File: src/rtl/windowed_drift_calibration_monitor_assert.svh
// Assertion macros shared by the drift monitor RTL.
`ifndef WINDOWED_DRIFT_CALIBRATION_MONITOR_ASSERT_SVH
`define WINDOWED_DRIFT_CALIBRATION_MONITOR_ASSERT_SVH

// Same-cycle implication, held off during reset.
`define WDCM_ASSERT_NOW(lbl, ante, cons) \
    lbl: assert property (@(posedge i_clk) disable iff (!i_rst_n) (ante) |-> (cons)) \
        else $error("wdcm assertion failed");

// Next-cycle implication, held off during reset.
`define WDCM_ASSERT_NEXT(lbl, ante, cons) \
    lbl: assert property (@(posedge i_clk) disable iff (!i_rst_n) (ante) |=> (cons)) \
        else $error("wdcm assertion failed");

`endif

File: src/rtl/wdcm_div.sv
// Restoring radix-2 divider, one quotient bit per cycle.
module wdcm_div #(
    parameter int NW = 34,
    parameter int DW = 9
) (
    input  logic          i_clk,
    input  logic          i_rst_n,
    input  logic          i_start,
    input  logic [NW-1:0] i_dividend,
    input  logic [DW-1:0] i_divisor,
    output logic          o_done,
    output logic [NW-1:0] o_quotient
);
    localparam int CW = $clog2(NW + 1);

    logic [DW-1:0] r_dvs;
    logic [DW-1:0] r_rem;
    logic [NW-1:0] r_quo;
    logic [CW-1:0] r_cnt;
    logic          r_done;
    logic [DW:0]   w_sh;
    logic          w_ge;

    assign w_sh = {r_rem, r_quo[NW-1]};
    assign w_ge = w_sh >= {1'b0, r_dvs};

    always_ff @(posedge i_clk) begin
        if (!i_rst_n) begin
            r_cnt  <= '0;
            r_done <= 1'b0;
        end else begin
            r_done <= 1'b0;
            if (i_start) begin
                r_cnt <= CW'(NW);
            end else if (r_cnt != '0) begin
                r_cnt <= r_cnt - 1'b1;
                if (r_cnt == CW'(1)) begin
                    r_done <= 1'b1;
                end
            end
        end
    end

    always_ff @(posedge i_clk) begin
        if (i_start) begin
            r_dvs <= i_divisor;
            r_rem <= '0;
            r_quo <= i_dividend;
        end else if (r_cnt != '0) begin
            r_rem <= w_ge ? DW'(w_sh - {1'b0, r_dvs}) : w_sh[DW-1:0];
            r_quo <= {r_quo[NW-2:0], w_ge};
        end
    end

    assign o_done     = r_done;
    assign o_quotient = r_quo;
endmodule

File: config.mk
export PLATFORM = sky130hd
export DESIGN_NAME = wdcm_div
export DESIGN_NICKNAME = d
export VERILOG_FILES = /design/src/rtl/windowed_drift_calibration_monitor_assert.svh /design/src/rtl/wdcm_div.sv
export SDC_FILE = /design/constraint.sdc
export NUM_CORES = 1
export LEC_CHECK = 0
export BUFFER_PORTS_ARGS = -buffer_cell sky130_fd_sc_hd__buf_2
export CORE_MARGIN = 2
export CORE_UTILIZATION = 50
export DETAILED_ROUTE_END_ITERATION = 16
export GPL_TIMING_DRIVEN = 0
export PLACE_DENSITY = 0.77
export SYNTH_ARGS = -nofsm -noshare
export SYNTH_HDL_FRONTEND = slang
export SYNTH_SLANG_ARGS = --single-unit
File: constraint.sdc
create_clock -name i_clk -period 4.05 [get_ports i_clk]
set_input_delay 0.81 -clock i_clk [delete_from_list [all_inputs] [get_ports i_clk]]
set_output_delay 0.81 -clock i_clk [all_outputs]
set_load 0.1 [all_outputs]
==> impl_metrics.ini, run 1 <==
[setup_path]
crit_path_top_delay_cell = fa_1
required_ns = 4.25
cp.arrival_ns = 2.71
worst_path_largest_cell_delay_ns = 0.43
reg2reg_depth = 10
rr_startpoint = o_quotient[33]$_DFFE_PP_
path_class = flip-flop to flip-flop
end_kind = flip-flop
path_max_fanout = 10
cp_cell_sequence = inv_1 > ha_1 > inv_1 > fa_1 > a21oi_2 > a211oi_1 > nor3_2 > buf_4 > mux2i_1 > a211oi_1
rr_endpoint = r_rem[4]$_SDFFE_PP0N_
rrSetupSlack_ns = 1.54
critPathLaunchType = flip-flop

[logic_synthesis]
syn_inst = 228
synth.yosys.seq_area_share_pct = 55.4
synth_top_cell_area_share_pct = 44.3
synth_seq_cells = 59
synthTopCellsByArea = edfxtp_1 44%, mux2_2 13%, dfxtp_1 11%, ha_1 5.2%, mux2i_1 2.8%
synth_top_family_by_area = multiplexers
syn-num-nets = 287
synth_fa_ha_area_share_pct = 5.84
ys_types = 42
yosys.area_share.simple_pct = 8.34
yosysWarningCount = 0
synthMuxAreaShare_pct = 15.9
synth_compound_area_share_pct = 8.21
syn_area_per_cell_um2 = 12.8
synth.cell_area_um2 = 2910
synth_xor_area_share_pct = 2.71
synth_largest_area_cell = edfxtp_1

[timing]
fin_crit_sh_pct = 61.9
fmax_mhz = 399
skew_ns = 0.00794
rsz0062_at_grt = false
fin_worst_hold_slack_ns = 0.501
post-route-min-period_ns = 2.51
worst_pin_slew_ns = 0.790
drv_slew = 0
timing.setup.tns_ns = 0
final_hold_viol_count = 0
relSlewSlack_pct = 47.1
setup_violations = 0

[place]
place_congestion = 0.832
placed_area_um2 = 3400
port_buffers = 80
hpwlAfterDp_mm = 4.31

[power]
p_int_mw = 1.51
leakagePower_nw = 1.59
p_sw_mw = 1.23
swShare_pct = 44.8
power_frac_seq_pct = 32.1
clkPwrFrac_pct = 22.1
peakVddDrop_uv = 667
cellPowerDensity_nw_per_um2 = 755
p_comb_share_pct = 45.8

[clock_network]
ctsResizeCount = 0
clk_transition_reported_paths_ns = 0.07
cts_hold_buf = 0
cts.path.max_buffers = 2
h-tree-depth = 3
cts_tree = done
cts.sinks = 59
post-cts-setup-buffer-count = 0
cts-root-buf = clkbuf_8
clk_latency_ns = 0.34
numCtsBuffers = 9

[floorplanning]
fp.dieW_um = 80.3
start_util_pct = 52.2
die_h_um = 80.3
rows = 27
dieArea_um2 = 6450
io_pins = 81
core-area_um2 = 5570

[route]
drc = 0
vias = 2112
first_iter_violations = 102
vias_per_cell = 5.33
first_pass_iters = 4
routed_wl_mm = 6.12
wl_per_cell_um = 15.4
ant_nets = 0

[global_route]
grt_pass1_vias = 2114
antenna_found_initial = 0
grt_pass1_wl_mm = 9.80
grt_max_degree = 35
gr-total-overflow = 0
grt_usage_pct = 20.5

[layout]
fillCellCount = 434
final_area_um2 = 3630
multi_input_area_um2 = 1200
diodes = 0
area_growth_pct = 24.6
drive_gt1_share_pct = 43.8
nNetsFinal = 378
regArea_um2 = 1610

[worst_hold_path]
hold_end = o_done$_SDFF_PP0_
worstHoldStart = r_cnt[5]$_SDFFE_PN0P_
whs_path_depth = 1
hold_class = flip-flop to flip-flop

[status]
status = finished clean

[run]
max_cap_violations = 0
==> cells by family after synthesis <==
family,count (synthesis)
AOI/OAI and AO/OA,33
xor gates and xnor gates,9
adders and majority gates,13
buffers and inverters,26
DFF,59
muxes,42
and+or+nand+nor,46
==> critical path: cells and delay by family, from the launching register on <==
family                   cells  cell delay, ns
adder cells (fa/ha/maj)      2            0.60
multiplexers                 1            0.24
buffers and inverters        3            0.42
AND/OR/NAND/NOR              1            0.36
AO/OA/AOI/OAI                3            0.37
flip-flops                   1            0.38
==> cells in the mapped netlist, drive strengths merged <==
cell and number:
a2111o 1, a211oi 7, a21bo 1, a21boi 1
a21o 1, a21oi 8, a2bb2oi 1, a311o 1
a31o 1, a31oi 2, a41oi 2, and3 3
and4 1, buf 5, clkbuf 6, dfxtp 16
edfxtp 43, fa 1, ha 12, inv 15
mux2 34, mux2i 8, nand2 5, nand2b 1
nand3 4, nor2 15, nor2b 2, nor3 8
nor3b 2, nor4 3, o211a 1, o211ai 1
o21a 1, o21ai 3, o41ai 1, or3 1
or3b 1, xnor2 7, xor2 2
==> metal layers <==
layer  share of wire (%)  wire length [µm]  vias up  track usage (%)
met1                  43              2660     1001             24.9
met2                  48              2920       64             32.0
met4                 2.7               168        0             12.2
met5                   0                 0        -                0
li1                    -                 -     1033                -
met3                 6.1               371       14             6.52
==> metrics by stage <==
| stage | instances | worst slack, ns | total power [mW] | utilization [%] |
|---|---|---|---|---|
| final | 396 | 1.54 | 2.74 | 65.1 |
| after global routing | 396 | 1.36 | 2.86 | 65.1 |
| after CTS | 396 | 1.16 | 2.75 | 65.1 |
| after detailed placement | 380 | 0.771 | 2.13 | 61.0 |
| after global placement | 380 | 0.832 | 2.11 | 61.0 |
| after floorplan | 228 | 1.30 | 1.92 | - |
==> registers in the layout, indices dropped and copies added (netlist names) <==
register and cells:
o_done 1, o_quotient 34, r_cnt 6, r_dvs 9, r_rem 9
==> power by group through the flow <==
stage          Clock, mW  Sequential [mW]  Combinational [mW]
2_1_floorplan          0             1.40               0.528
3_3_place_gp           0            0.885                1.22
6_report           0.606            0.878                1.25
5_1_grt            0.636            0.894                1.33
4_1_cts            0.617            0.878                1.25
3_5_place_dp           0            0.887                1.24
==> cells in the final DEF (no fill, tap or decap), types with 3 or more instances in the layout <==
cell type,synthesis,final
nand3_1,4,4
buf_2,4,84
clkinv_4,0,3
nand2_1,5,4
o21ai_0,3,3
nor3_1,7,7
edfxtp_1,43,43
mux2i_1,8,8
ha_1,12,12
nor2_1,15,15
nor4_1,3,3
a211oi_1,7,7
inv_1,15,15
and3_1,3,3
dfxtp_1,16,16
mux2_2,34,34
clkbuf_1,6,6
a21oi_1,7,7
clkbuf_8,0,9
xnor2_1,7,7
==> worst max path at each step <==
stage / start / to / slack (ns) / cells past startpoint
2_1_floorplan: o_quotient[33]$_DFFE_PP_ / r_rem[0]$_SDFFE_PP0N_ / 1.30 / 9
3_5_place_dp: i_start / o_quotient[17]$_DFFE_PP_ / 0.77 / 5
3_3_place_gp: i_start / o_quotient[5]$_DFFE_PP_ / 0.83 / 5
5_1_grt: o_quotient[33]$_DFFE_PP_ / r_rem[4]$_SDFFE_PP0N_ / 1.36 / 10
4_1_cts: i_start / o_quotient[2]$_DFFE_PP_ / 1.16 / 5
6_report: o_quotient[33]$_DFFE_PP_ / r_rem[4]$_SDFFE_PP0N_ / 1.54 / 10
==> area by class of cell <==
class	instances	area share, %
buffer	11	1.38
clock buffer	9	3.41
clock inverter	7	2.76
inverter	15	1.55
multi-input combinational	143	33.0
sequential	59	44.4
tap	72	2.48
timing repair buffer	80	11.0
No activity file was read; power rests on OpenSTA's default activity.
==> run 2, diff against run 1 <==
CORE_UTILIZATION = 47   (was 50)
PLACE_DENSITY = 0.76   (was 0.77)
clock period = 2.3 ns   (was 4.05 ns; I/O delays follow)
==> run 2 against run 1 <==
  * Via count is 1.4% higher
  * Non-clock buffer count grew 3
  * Hold slack worse by 0.20 ns
  * Sequential power is 77% higher
  * Power up 73%
  * Final area up 0.10%
  * Clock skew is 0.0017 ns lower
  * Sequential share of layout area hardly changed
  * Highest routed layer unchanged
==> impl_metrics.ini, run 2 (synthesis gave the netlist of run 1 again) <==
[clock_network]
cts.sinks = 59
clk_latency_ns = 0.33
numCtsBuffers = 9
cts-root-buf = clkbuf_8
clk_transition_reported_paths_ns = 0.07
cts.path.max_buffers = 2
cts_hold_buf = 0
h-tree-depth = 3
cts_tree = done

[setup_path]
rr_startpoint = o_quotient[33]$_DFFE_PP_
reg2reg_depth = 10
cp.arrival_ns = 2.45
startpoint = o_quotient[33]$_DFFE_PP_
rr_endpoint = r_rem[0]$_SDFFE_PP0N_
required_ns = 2.55
path_class = flip-flop to flip-flop
end_kind = flip-flop
critPathLaunchType = flip-flop
rrSetupSlack_ns = 0.09
path_max_fanout = 4

[floorplanning]
core-area_um2 = 5960
start_util_pct = 48.9
io_pins = 81
die_h_um = 82.7
dieArea_um2 = 6840
rows = 28
fp.dieW_um = 82.7

[worst_hold_path]
worstHoldStart = i_divisor[5]
whs_path_depth = 1
hold_class = input pin to flip-flop
hold_end = r_dvs[5]$_DFFE_PP_

[timing]
worst_pin_slew_ns = 0.540
fin_worst_hold_slack_ns = 0.301
fin_crit_sh_pct = 96.0
fmax_mhz = 453
timing.setup.tns_ns = 0
setup_violations = 0
skew_ns = 0.00629
final_hold_viol_count = 0
relSlewSlack_pct = 64.0
drv_slew = 0
post-route-min-period_ns = 2.21

[route]
first_pass_iters = 4
wl_per_cell_um = 15.2
first_iter_violations = 177
drc = 0
vias_per_cell = 5.33
ant_nets = 0
routed_wl_mm = 6.12
vias = 2141

[global_route]
grt_max_degree = 35
grt_usage_pct = 19.0
antenna_found_initial = 0
gr-total-overflow = 0
grt_pass1_vias = 2108
grt_pass1_wl_mm = 9.63

[place]
place_congestion = 0.808
hpwlAfterDp_mm = 4.36
port_buffers = 80

[status]
status = finished clean

[layout]
fillCellCount = 475
diodes = 0
layout_common_cells = 85 x buf_2, 43 x edfxtp_1, 34 x mux2_2, 16 x dfxtp_1
largest_reg_flops = 34
nNetsFinal = 381
layout_commonest_cell = buf_2
drive_gt1_share_pct = 44.0
area_growth_pct = 24.8

[power]
leakagePower_nw = 1.58
peakVddDrop_uv = 831
cellPowerDensity_nw_per_um2 = 1300

[run]
max_cap_violations = 0
## run 2: cell count changes in the layout (fill, tap and decap cells not counted), sizes merged
cell,previous run,this run
bufinv,2,1
buf,85,88
clkinvlp,0,3
clkinv,4,3
inv,16,15
## run 2: layout make-up
class	count	area, µm²	share of cell area (%)
Sequential cell	59	1610	44.4
Multi-Input combinational cell	143	1200	33.1
Timing Repair Buffer	83	420	11.6
Clock buffer	9	124	3.41
Tap cell	75	93.8	2.58
Clock inverter	7	68.8	1.89
Inverter	15	56.3	1.55
Buffer	11	53.8	1.48
## run 2: worst max-delay path by stage
| stage | to | slack (ns) | depth (start not counted) |
|---|---|---|---|
| floorplan | r_rem[0]$_SDFFE_PP0N_ | -0.34 | 9 |
| CTS | r_rem[4]$_SDFFE_PP0N_ | 0.07 | 10 |
| global route | r_rem[0]$_SDFFE_PP0N_ | -0.01 | 10 |
| detailed placement | o_quotient[3]$_DFFE_PP_ | -0.64 | 5 |
| finish | r_rem[0]$_SDFFE_PP0N_ | 0.09 | 10 |
| global placement | o_quotient[25]$_DFFE_PP_ | -0.57 | 5 |
## run 2: repair_timing
action / CTS / global route
endpoints found under the setup margin: 35 / 6
buffers inserted: 1 / 1
pin swaps: 1 / 1
cloned: 0 / 1
resized for setup: 2 / 1
## run 2: worst max-delay path: stages (launching register included)
cell      delay (ns)
edfxtp_1        0.38
inv_1           0.08
ha_1            0.17
inv_1           0.06
fa_2            0.37
a21oi_2         0.15
a211oi_1        0.10
nor3_2          0.13
buf_4           0.16
mux2_2          0.32
a211oi_1        0.22
## run 2: stage by stage
stage	instances	utilization, %	total power, mW	instance area [µm²]	setup slack, ns
after floorplan	228	-	3.39	2910	-0.338
after global placement	383	57.2	3.71	3410	-0.571
after detailed placement	383	57.2	3.75	3410	-0.638
after CTS	400	60.7	4.70	3620	0.0667
after global routing	402	61.0	4.96	3630	-0.0123
final	402	61.0	4.74	3630	0.0925
## run 2: per-layer routing
layer	part of all wire [%]	global-route usage (%)	wire (µm)
met1	43	25.1	2640
met2	48	29.1	2950
met3	7.3	5.76	445
met4	1.3	7.87	82
met5	0	0	0
## run 2: report_power, final
group | total, mW | switching, mW | internal (mW)
Sequential | 1.55 | 0.141 | 1.41
Combinational | 2.27 | 1.58 | 0.688
Clock | 0.916 | 0.422 | 0.494
